[config.mk]
export PLATFORM = sky130hd
export DESIGN_NAME = dsrt_ctrl
export DESIGN_NICKNAME = d
export VERILOG_FILES = /design/src/sv/dsrt_pkg.sv /design/src/sv/dsrt_ctrl.sv
export SDC_FILE = /design/constraint.sdc
export NUM_CORES = 1
export LEC_CHECK = 0
export BUFFER_PORTS_ARGS = -buffer_cell sky130_fd_sc_hd__clkbuf_2
export CAP_MARGIN = 20
export CORE_AREA = 2 2 39 41
export CTS_CLUSTER_SIZE = 12
export DETAILED_ROUTE_END_ITERATION = 8
export DIE_AREA = 0 0 41 43
export GPL_ROUTABILITY_DRIVEN = 0
export GPL_TIMING_DRIVEN = 0
export PLACE_DENSITY = 0.57
export SLEW_MARGIN = 20
export SYNTH_ARGS = -nofsm -noshare
export SYNTH_HDL_FRONTEND = slang
export SYNTH_SLANG_ARGS = --single-unit
[constraint.sdc]
create_clock -name i_clk -period 1.7 [get_ports i_clk]
set_input_delay 0.34 -clock i_clk [delete_from_list [all_inputs] [get_ports i_clk]]
set_output_delay 0.34 -clock i_clk [all_outputs]
set_load 0.005 [all_outputs]
[src/sv/dsrt_pkg.sv]
// Shared types, codes and calendar helpers for the date-sorted reminder table.
`timescale 1ns / 1ps
`default_nettype none

package dsrt_pkg;

    // One stored reminder; month sits in the lowest bits, the same as the stream word.
    typedef struct packed {
        logic [15:0] tag;
        logic [5:0]  minute;
        logic [4:0]  hour;
        logic [4:0]  day;
        logic [3:0]  month;
    } t_entry;

    localparam int ENTRY_W   = $bits(t_entry);
    localparam int KEY_W     = 20;
    localparam int POS_W     = 6;
    localparam int IN_DATA_W = 40;
    localparam int OUT_DATA_W = 48;

    // Month codes and calendar lengths.
    localparam logic [3:0] MONTH_LIST      = 4'd0;
    localparam logic [3:0] MONTH_FEB       = 4'd2;
    localparam logic [3:0] MONTH_APR       = 4'd4;
    localparam logic [3:0] MONTH_JUN       = 4'd6;
    localparam logic [3:0] MONTH_SEP       = 4'd9;
    localparam logic [3:0] MONTH_NOV       = 4'd11;
    localparam logic [3:0] MONTHS_PER_YEAR = 4'd12;
    localparam logic [4:0] DAYS_FEB        = 5'd28;
    localparam logic [4:0] DAYS_SHORT      = 5'd30;
    localparam logic [4:0] DAYS_LONG       = 5'd31;

    // Result status codes.
    typedef enum logic [2:0] {
        ST_STORED    = 3'd0,
        ST_BAD_MONTH = 3'd1,
        ST_BAD_DAY   = 3'd2,
        ST_FULL      = 3'd3,
        ST_LISTED    = 3'd4,
        ST_EMPTY     = 3'd5
    } t_status;

    // Controller states.
    typedef enum logic [2:0] {
        S_IDLE,
        S_DECODE,
        S_CMP,
        S_INS,
        S_EMIT,
        S_LIST
    } t_state;

    // Commands from the controller to the datapath.
    typedef struct packed {
        logic    load_req;
        logic    do_cmp;
        logic    do_ins;
        logic    emit_one;
        logic    emit_list;
        t_status status;
    } t_dp_cmd;

    // Status from the datapath to the controller.
    typedef struct packed {
        logic month_zero;
        logic bad_month;
        logic bad_day;
        logic full;
        logic empty;
        logic list_last;
        logic out_free;
    } t_dp_sts;

    // Number of days in a month; months outside 1..12 are caught before this matters.
    function automatic logic [4:0] days_in(input logic [3:0] month);
        logic [4:0] days;
        days = DAYS_LONG;
        if (month == MONTH_FEB) begin
            days = DAYS_FEB;
        end else if (month == MONTH_APR || month == MONTH_JUN ||
                     month == MONTH_SEP || month == MONTH_NOV) begin
            days = DAYS_SHORT;
        end
        return days;
    endfunction

    // Sort key: month, day, hour, minute from most to least significant.
    function automatic logic [KEY_W-1:0] key_of(input t_entry e);
        return {e.month, e.day, e.hour, e.minute};
    endfunction

endpackage

`default_nettype wire

[src/sv/dsrt_ctrl.sv]
// Controller state machine for the date-sorted reminder table.
`timescale 1ns / 1ps
`default_nettype none

module dsrt_ctrl
    import dsrt_pkg::*;
(
    input  wire logic    i_clk,
    input  wire logic    i_rst_n,
    input  wire logic    i_s_tvalid,
    output logic         o_s_tready,
    input  wire t_dp_sts i_sts,
    output t_dp_cmd      o_cmd,
    output t_state       o_state
);

    t_state  r_state, n_state;
    t_status r_status, n_status;

    // State and pending status registers.
    always_ff @(posedge i_clk) begin
        if (!i_rst_n) begin
            r_state  <= S_IDLE;
            r_status <= ST_STORED;
        end else begin
            r_state  <= n_state;
            r_status <= n_status;
        end
    end

    // Next state and datapath commands; no request is taken during reset.
    always_comb begin
        n_state          = r_state;
        n_status         = r_status;
        o_cmd            = '0;
        o_cmd.status     = r_status;
        o_s_tready       = 1'b0;
        unique case (r_state)
            S_IDLE: begin
                o_s_tready = i_rst_n;
                if (i_s_tvalid && i_rst_n) begin
                    o_cmd.load_req = 1'b1;
                    n_state        = S_DECODE;
                end
            end
            S_DECODE: begin
                priority if (i_sts.month_zero) begin
                    if (i_sts.empty) begin
                        n_status = ST_EMPTY;
                        n_state  = S_EMIT;
                    end else begin
                        n_state  = S_LIST;
                    end
                end else if (i_sts.bad_month) begin
                    n_status = ST_BAD_MONTH;
                    n_state  = S_EMIT;
                end else if (i_sts.bad_day) begin
                    n_status = ST_BAD_DAY;
                    n_state  = S_EMIT;
                end else if (i_sts.full) begin
                    n_status = ST_FULL;
                    n_state  = S_EMIT;
                end else begin
                    n_status = ST_STORED;
                    n_state  = S_CMP;
                end
            end
            S_CMP: begin
                o_cmd.do_cmp = 1'b1;
                n_state      = S_INS;
            end
            S_INS: begin
                o_cmd.do_ins = 1'b1;
                n_state      = S_EMIT;
            end
            S_EMIT: begin
                if (i_sts.out_free) begin
                    o_cmd.emit_one = 1'b1;
                    n_state        = S_IDLE;
                end
            end
            S_LIST: begin
                if (i_sts.out_free) begin
                    o_cmd.emit_list = 1'b1;
                    if (i_sts.list_last) begin
                        n_state = S_IDLE;
                    end
                end
            end
            default: begin
                n_state = S_IDLE;
            end
        endcase
    end

    assign o_state = r_state;

endmodule

`default_nettype wire

==> results of run 1 <==
[state kept, by name (all words and copies together) (netlist names)]
register / cells
r_status: 3
o_state: 3
[Yosys cell counts (2+ instances only)]
library cell,n
a21oi_1,3
clkbuf_1,2
dfxtp_1,6
nand2_1,3
nand2b_1,4
nor2_1,5
nor2b_1,3
o211a_1,2
o21ai_0,2
[power by group through the flow]
stage | Combinational (mW) | Clock, mW | Sequential, mW
floorplan | 0.0554 | 0 | 0.168
global placement | 0.0998 | 0 | 0.170
detailed placement | 0.0993 | 0 | 0.169
CTS | 0.101 | 0.142 | 0.168
global route | 0.118 | 0.147 | 0.172
finish | 0.105 | 0.133 | 0.170
[through the flow]
step / TNS, ps / power [mW] / hold WS (ps)
after floorplan: 0 / 0.223 / 451
after global placement: 0 / 0.269 / 448
after detailed placement: 0 / 0.269 / 449
after CTS: 0 / 0.411 / 392
final: 0 / 0.409 / 397
after global routing: -13.0 / 0.438 / 429
[kinds of logic (layout without fill, tap and decap cells)]
| logic type | after synthesis | in the layout | synth area share |
|---|---|---|---|
| muxes | 1 | 1 | 0.0268 |
| DFF | 6 | 6 | 0.322 |
| AOI/OAI and AO/OA | 11 | 11 | 0.205 |
| buffers and inverters | 3 | 27 | 0.0302 |
| and+or+nand+nor | 26 | 26 | 0.416 |
[critical path, cell delays in order, from the launching register on]
cell,delay [ps]
dfxtp_1,310
buf_2,180
nor4b_4,300
and2_1,160
clkbuf_2,100
[routing by layer]
layer / track usage / wire length (microns) / up-vias
li1: - / - / 221
met1: 0.176 / 472 / 161
met2: 0.147 / 369 / 21
met3: 0.0314 / 90 / 2
met4: 0.100 / 6 / 0
met5: 0 / 0 / -
[final cells by class]
type | instances | area (sq um)
Sequential cell | 6 | 121
Timing Repair Buffer | 21 | 105
Clock buffer | 3 | 22.5
Buffer | 2 | 10.0
Inverter | 1 | 3.75
Fill cell | 150 | 845
Multi-Input combinational cell | 38 | 256
Tap cell | 16 | 20.0
[worst min path at each step]
stage | start | endpoint | slack [ps] | depth (start not counted)
global route | i_sts[2] | r_status[2] | 430 | 3
finish | i_sts[2] | r_status[2] | 400 | 3
detailed placement | r_status[1] | r_status[1] | 450 | 2
CTS | i_sts[2] | r_status[2] | 390 | 3
floorplan | r_status[1] | r_status[1] | 450 | 2
global placement | r_status[1] | r_status[1] | 450 | 2
[repair_timing]
item	CTS	global route
resized for setup	2	5
hold buffers	0	0
pin swaps	0	0
endpoints found under the setup margin	1	3
setup buffers	0	0
==> summary.txt, run 1 <==
Synthesis
  – Post-synth EDFFs: 0
  – Synth area leader: dfxtp_1
  – Post-Synthesis Net Count: 57
  – Post-synth cell types: 26
  – Mapped Avg Cell Area: 7.93 sq um
  – Async SR Flop Fraction: 0
  – Main synth FF type: dfxtp_1
  – Synth Register Bits: 6
  – Synth warn: 0
  – Top post-synthesis cells by area: dfxtp_1 (32%), nand2b_1 (6.7%), o211a_1 (5.4%)
  – Yosys top cell area share: 0.322
  – Sequential fraction of the synthesis area: 0.322
  – Cell area after synthesis: 373 sq um
  – Cells after Synth: 47

STA
  – Endpoints failing setup: 0
  – Final min period: around 1600 ps
  – Slew Viols, Final: 0
  – RSZ-0062 raised after global routing: true
  – Final Hold Fails: 0
  – Measured slew at the worst slew-check pin: 393 ps
  – Maximum operating frequency: 614 MHz
  – Relative slew margins: 0.735
  – Final worst path period share: 0.958
  – Setup Skew: 2.08 ps
  – Final setup margin: 72.2 ps

Power
  – Maximum VDD drop: 0.338 mV
  – Comb pwr share: 0.258
  – Leakage: roughly 0.28 nW
  – Switching share of power: 0.294
  – Sequential share of power: 0.417
  – Internal power: 0.289 mW
  – Clock share of power: 0.326
  – Net Sw Power: around 0.12 mW
  – Power per cell area: 758 mW/mm^2

Layout
  – Non-filler instance count after layout: just under 90
  – Share of layout cells above drive strength 1: 0.408
  – Synth-to-Final Area Change: 44.6%
  – Most common cell after layout, fill and taps aside: clkbuf_2
  – Final core utilization: 0.390
  – Design Area, Final: 539 sq um
  – Fin nets: 83
  – Most frequent cells in the layout: clkbuf_2 (22), nor2_1 (5), dfxtp_1 (5)
  – Number of antenna diodes: 0

Outcome
  – Status: completed

Clock tree
  – Maximum clock path buffer count: 2
  – Clock Latency Late Sink: 240 ps
  – Clock sinks: 6
  – Root Buffer: clkbuf_4
  – H-tree depth: 1
  – Clock transition at path regs: 50 ps
  – TritonCTS buffer count: 3
  – CTS tree: built

Setup path
  – CP max FO: 10
  – Flop2flop setup slack: 80 ps
  – Worst EP arrival: approximately 1300 ps
  – Crit path launch: o_state[1]
  – FF-to-FF End: r_status[0]
  – Critical path type: flip-flop to output port
  – Startpoint types: flip-flop
  – Setup crit end: o_cmd[7]
  – Setup crit end kind: output port
  – FF-to-FF Start: o_state[0]
  – Worst R2R Path Depth: 3
  – CP required: approximately 1400 ps

Floorplan
  – Starting Density: 0.269
  – Core box area: about 0.0014 sq mm
  – Width of the die: 41 microns
  – Die ar.: 0.00176 sq mm
  – # IOs: 22
  – Die height: 43 microns
  – Num rows: 14

Global routing
  – Initial antenna violation count: 0
  – Total GRT Usage: 0.123
  – Largest net degree at the start of global routing: 11
  – Vias in the first global route: 338
  – Total gr overflow: 0
  – First-pass GRT wire length: 1440 microns

Min path
  – Min-delay worst type: primary input to flip-flop

Placed design
  – DP HPWL: 667 microns
  – Area after DPL: around 500 sq um
  – Dpl cells: 84
  – # port buffers: 21
  – Setup WS pre-CTS: around 160 ps

Drt
  – Overall via count from detail_route: 405
  – Detailed Route Iter0 Violations: 3
  – Detailed-route wire length: between 900 and 1000 microns
  – Vias per cell: 4.66
  – Antenna-violating nets left: 0
  – Routed len/inst: approximately 11 microns
  – Post-route DRC violation count: 0
  – Detailed Routing Iterations Pass 1: 4

Flow run
  – Max-capacitance violation count: 0
Note: power is estimated with default switching activity, not from simulation.
==> inputs of run 2 (changes only) <==
CELL_PAD_IN_SITES_DETAIL_PLACEMENT = 1   (was unset)
CELL_PAD_IN_SITES_GLOBAL_PLACEMENT = 1   (was unset)
CTS_CLUSTER_DIAMETER = 60   (was unset)
PLACE_DENSITY = 0.77   (was 0.57)
clock period = 2 ns   (was 1.7 ns; I/O delays follow)
==> summary.txt, run 2 (same netlist as run 1, synthesis figures left out) <==
Layout
  – Share of layout cells above drive strength 1: 0.352 (-0.0563)
  – Most frequent cells in the layout: clkbuf_2 (21), dfxtp_1 (6), nor2_1 (5)
  – Number of antenna diodes: 0 (unchanged)
  – Fin nets: 83 (unchanged)
  – Most common cell after layout, fill and taps aside: clkbuf_2
  – Synth-to-Final Area Change: 39.6%

STA
  – Endpoints failing setup: 0 (unchanged)
  – Relative slew margins: 0.728 (-0.00747)
  – Min Hold Slack: 448 ps (+50.9 ps)
  – Final Hold Fails: 0 (unchanged)
  – Final setup margin: 158 ps (+85.6 ps)
  – TNS Setup: 0 ps (unchanged)
  – Final min period: 1840 ps
  – RSZ-0062 raised after global routing: false
  – Measured slew at the worst slew-check pin: 404 ps (+11.1 ps)
  – Maximum operating frequency: 543 MHz
  – Slew Viols, Final: 0 (unchanged)
  – Setup Skew: 1.79 ps (-0.290 ps)
  – Final worst path period share: 0.921

Setup path
  – Flop2flop setup slack: 440 ps (+360 ps)
  – Max incr delay on CP: 400 ps (+90 ps)
  – Worst EP arrival: 1440 ps (+150 ps)
  – FF-to-FF Start: o_state[0]
  – Worst R2R Path Depth: 3 (unchanged)
  – Worst path slowest cell: nor4b_1
  – Critical path type: flip-flop to output port
  – CP required: 1600 ps (+240 ps)
  – Setup crit end: o_cmd[7]
  – CP max FO: 10 (unchanged)
  – FF-to-FF End: r_status[0]
  – WP depth: 4 (unchanged)
  – CP Buf/Inv Count: 2 (unchanged)
  – CP delay by family, top: simple AND/OR/NAND/NOR gates
  – Startpoint types: flip-flop
  – Crit path launch: o_state[1]
  – Worst path cell trace: clkbuf_1, nor4b_1, and2_1, clkbuf_2
  – Setup crit end kind: output port

Drt
  – Routed len/inst: 12.4 microns (+15%)
  – Antenna-violating nets left: 0 (unchanged)
  – Detailed Routing Iterations Pass 1: 3 (-1)
  – Detailed Route Iter0 Violations: 3 (unchanged)
  – Overall via count from detail_route: 443 (+9.4%)
  – Vias per cell: 5.09 (+9.4%)
  – Post-route DRC violation count: 0 (unchanged)
  – Detailed-route wire length: 1080 microns (+15%)

Clock tree
  – Clock Latency Late Sink: 240 ps (about the same)
  – TritonCTS buffer count: 3 (unchanged)
  – Post-CTS Setup Bufs: 0 (unchanged)
  – Clock sinks: 6 (unchanged)
  – Maximum clock path buffer count: 2 (unchanged)
  – Clock transition at path regs: 50 ps (about the same)
  – Root Buffer: clkbuf_4
  – CTS tree: built
  – Count of hold buffers inserted by post-cts repair: 0 (unchanged)
  – CTS resizes: 0 (-2)
  – H-tree depth: 1 (unchanged)

Power
  – Sequential share of power: 0.415 (-0.002)
  – Power per cell area: 655 mW/mm^2 (-14%)
  – Clock share of power: 0.333 (+0.007)
  – Internal power: 0.241 mW (-17%)
  – Net Sw Power: 0.100 mW (-16%)
  – Leakage: 0.269 nW (-5.7%)
  – Power Total: 0.341 mW (-17%)
  – Maximum VDD drop: 0.270 mV (-20%)
  – Switching share of power: 0.294 (+0.000369)
  – Comb pwr share: 0.251 (-0.007)

Global routing
  – Total GRT Usage: 0.152 (+0.0282)
  – Initial antenna violation count: 0 (unchanged)
  – Largest net degree at the start of global routing: 11 (unchanged)
  – Vias in the first global route: 408 (+21%)
  – Total gr overflow: 0 (unchanged)
  – First-pass GRT wire length: 1750 microns (+22%)

Floorplan
  – Die ar.: 0.00176 sq mm (unchanged)
  – Core box area: 0.00138 sq mm (unchanged)
  – Width of the die: 41 microns (unchanged)
  – Num rows: 14 (unchanged)
  – # IOs: 22 (unchanged)
  – Die height: 43 microns (unchanged)
  – Starting Density: 0.269 (unchanged)

Placed design
  – DP HPWL: 881 microns (+32%)
  – # port buffers: 21 (unchanged)
  – Setup WS pre-CTS: 396 ps (+239 ps)

Flow run
  – Max-capacitance violation count: 0 (unchanged)

Min path
  – Min-delay worst type: primary input to flip-flop

Outcome
  – Status: completed
run 2: changes by cell type in the layout (fill, tap and decap cells not counted):
cell,delta
buf_2,-1
clkbuf_1,+2
clkbuf_2,-1
dfxtp_1,+1
dfxtp_2,-1
nor4b_1,+1
nor4b_4,-1
run 2: cell type report:
cell class / count / area (sq um)
Buffer: 2 / 7.51
Fill cell: 188 / 863
Multi-Input combinational cell: 38 / 241
Sequential cell: 6 / 120
Tap cell: 16 / 20.0
Inverter: 1 / 3.75
Clock buffer: 3 / 22.5
Timing Repair Buffer: 21 / 105
run 2: how the worst min path moves through the flow:
| stage | slack, ps | cells past startpoint | start | to |
|---|---|---|---|---|
| floorplan | 450 | 2 | r_status[1] | r_status[1] |
| global placement | 450 | 2 | r_status[1] | r_status[1] |
| detailed placement | 460 | 2 | r_status[1] | r_status[1] |
| CTS | 450 | 3 | i_sts[2] | r_status[2] |
| global route | 490 | 3 | i_sts[2] | r_status[2] |
| finish | 450 | 3 | i_sts[2] | r_status[2] |
run 2: worst register-to-register path, cell delays in order, from the launching register on:
cell and delay, ps:
dfxtp_1 430, or3b_1 410, or4_1 480, o211a_1 130
run 2: per-layer routing:
metal | vias up | wire, microns | part of all wire | track usage
li1 | 221 | - | - | -
met1 | 198 | 437 | 0.41 | 0.170
met2 | 22 | 527 | 0.49 | 0.231
met3 | 2 | 104 | 0.096 | 0.0471
met4 | 0 | 8 | 0.0074 | 0.100
met5 | - | 0 | 0 | 0
run 2: per-stage QoR:
stage / area [sq um] / cells / utilization
after floorplan: 373 / 47 / -
after global placement: 498 / 84 / 0.360
after detailed placement: 498 / 84 / 0.360
after CTS: 520 / 87 / 0.376
after global routing: 520 / 87 / 0.376
final: 520 / 87 / 0.376
run 2: power groups by stage:
stage	clock network, mW	registers (mW)	logic, mW
4_1_cts	0.118	0.142	0.0878
2_1_floorplan	0	0.143	0.0471
5_1_grt	0.126	0.144	0.0986
3_3_place_gp	0	0.144	0.0848
3_5_place_dp	0	0.144	0.0872
6_report	0.114	0.142	0.0857
==> inputs of run 3 (changes only) <==
PLACE_DENSITY = unset   (was 0.77)
PLACE_DENSITY_LB_ADDON = 0.2   (was unset)
==> summary.txt, run 3 (same netlist as run 1, synthesis figures left out) <==
Global routing
  – Initial antenna violation count: 0 (unchanged)
  – First-pass GRT wire length: 1590 microns (-8.7%)
  – Vias in the first global route: 415 (+1.7%)
  – Total GRT Usage: 0.136 (-0.0161)
  – Largest net degree at the start of global routing: 11 (unchanged)
  – Total gr overflow: 0 (unchanged)

Floorplan
  – Width of the die: 41 microns (unchanged)
  – Core box area: 0.00138 sq mm (unchanged)
  – # IOs: 22 (unchanged)
  – Starting Density: 0.269 (unchanged)
  – Die ar.: 0.00176 sq mm (unchanged)
  – Num rows: 14 (unchanged)
  – Die height: 43 microns (unchanged)

Clock tree
  – H-tree depth: 1 (unchanged)
  – CTS tree: built
  – TritonCTS buffer count: 3 (unchanged)
  – Clock Latency Late Sink: 240 ps (about the same)
  – Maximum clock path buffer count: 2 (unchanged)
  – Clock transition at path regs: 50 ps (about the same)
  – Root Buffer: clkbuf_4
  – Count of hold buffers inserted by post-cts repair: 0 (unchanged)
  – Clock sinks: 6 (unchanged)

Layout
  – Area occupied by registers: 120 sq um (unchanged)
  – Synth-to-Final Area Change: 41.3%
  – Final core utilization: 0.381 (+0.00452)
  – Share of layout cells above drive strength 1: 0.366 (+0.0141)
  – Multi-input logic area: 248 sq um (+2.6%)
  – Non-filler instance count after layout: 87 (unchanged)
  – Most common cell after layout, fill and taps aside: clkbuf_2
  – Number of antenna diodes: 0 (unchanged)
  – Fill count: 187 (-0.53%)
  – Fin nets: 83 (unchanged)
  – Most frequent cells in the layout: clkbuf_2 (21), dfxtp_1 (6), nor2_1 (5)

STA
  – Final min period: 1800 ps (-40.9 ps)
  – Final worst path period share: 0.901 (-0.0204)
  – Endpoints failing setup: 0 (unchanged)
  – RSZ-0062 raised after global routing: false
  – Maximum operating frequency: 555 MHz (+2.3%)
  – Final Hold Fails: 0 (unchanged)
  – Slew Viols, Final: 0 (unchanged)
  – Setup Skew: 1.55 ps (-0.240 ps)
  – TNS Setup: 0 ps (unchanged)
  – Final setup margin: 199 ps (+40.9 ps)
  – Relative slew margins: 0.739 (+0.0111)
  – Measured slew at the worst slew-check pin: 388 ps (-16.5 ps)

Setup path
  – Critical path type: flip-flop to output port
  – Worst EP arrival: 1400 ps (-40 ps)
  – Worst path cell trace: clkbuf_1, nor4b_2, and2_1, clkbuf_2
  – CP max FO: 10 (unchanged)
  – CP required: 1600 ps (about the same)
  – Worst path slowest cell: nor4b_2
  – Max incr delay on CP: 360 ps (-40 ps)
  – Startpoint types: flip-flop
  – Setup crit end kind: output port

Drt
  – Vias per cell: 5.09 (unchanged)
  – Routed len/inst: 11.6 microns (-6.2%)
  – Detailed Route Iter0 Violations: 3 (unchanged)
  – Antenna-violating nets left: 0 (unchanged)
  – Detailed Routing Iterations Pass 1: 4 (+1)
  – Detailed-route wire length: 1010 microns (-6.2%)
  – Overall via count from detail_route: 443 (unchanged)
  – Post-route DRC violation count: 0 (unchanged)

Outcome
  – Status: completed

Flow run
  – Max-capacitance violation count: 0 (unchanged)

Placed design
  – DP HPWL: 798 microns (-9.5%)
  – # port buffers: 21 (unchanged)
  – Setup WS pre-CTS: 337 ps (-58.5 ps)
  – Dpl cells: 84 (unchanged)

Min path
  – Min-delay worst type: primary input to flip-flop

Power
  – Maximum VDD drop: 0.255 mV (-5.4%)
  – Leakage: 0.271 nW (+0.88%)
  – Power per cell area: 646 mW/mm^2 (-1.4%)
## run 3: cell count changes in the layout (fill, tap and decap cells not counted)
cell,previous run,this run
nor4b_1,1,0
nor4b_2,0,1
## run 3: cell type report
cell class	instances	area share
well taps	16	0.0380
repair buffers	21	0.200
flip-flops and latches	6	0.228
plain buffers	2	0.0143
multi-input cells	38	0.470
inverters	1	0.00713
clock buffers	3	0.0428
## run 3: per-layer routing
metal,track usage,vias up,part of all wire
li1,-,220,-
met1,0.170,204,0.47
met2,0.191,17,0.44
met3,0.0314,2,0.075
met4,0.100,0,0.014
met5,0,-,0
## run 3: where the power goes
part / internal (mW) / switching (mW)
Sequential: 0.130 / 0.0125
Clock: 0.0679 / 0.0436
Combinational: 0.0439 / 0.0426
Total: 0.242 / 0.0986
## run 3: worst max-delay path: cells and delay by family (launching register included)
kind / cells / cell delay [ps]
flip-flops: 1 / 310
AND/OR/NAND/NOR: 2 / 530
buffers and inverters: 2 / 320
## run 3: repair_timing
action | in CTS | in global routing
resized for setup | 0 | 1
endpoints found under the hold margin | 0 | 0
setup endpoints to repair | 0 | 1
buffers inserted | 0 | 0
## run 3: per-stage QoR
stage	power [mW]	instance area, sq um	hold WS, ps
global placement	0.230	498	447
detailed placement	0.230	498	456
global route	0.367	527	483
CTS	0.347	520	445
floorplan	0.190	373	451
finish	0.340	527	454
## run 3: worst paths after layout
| kind | end | cells after the start | start | slack, ps |
|---|---|---|---|---|
| max | o_cmd[7] | 4 | o_state[1] | 200 |
| min | r_status[2] | 3 | i_sts[2] | 450 |
| max reg2reg | r_status[0] | 3 | o_state[0] | 420 |
| min reg2reg | r_status[1] | 2 | r_status[1] | 460 |
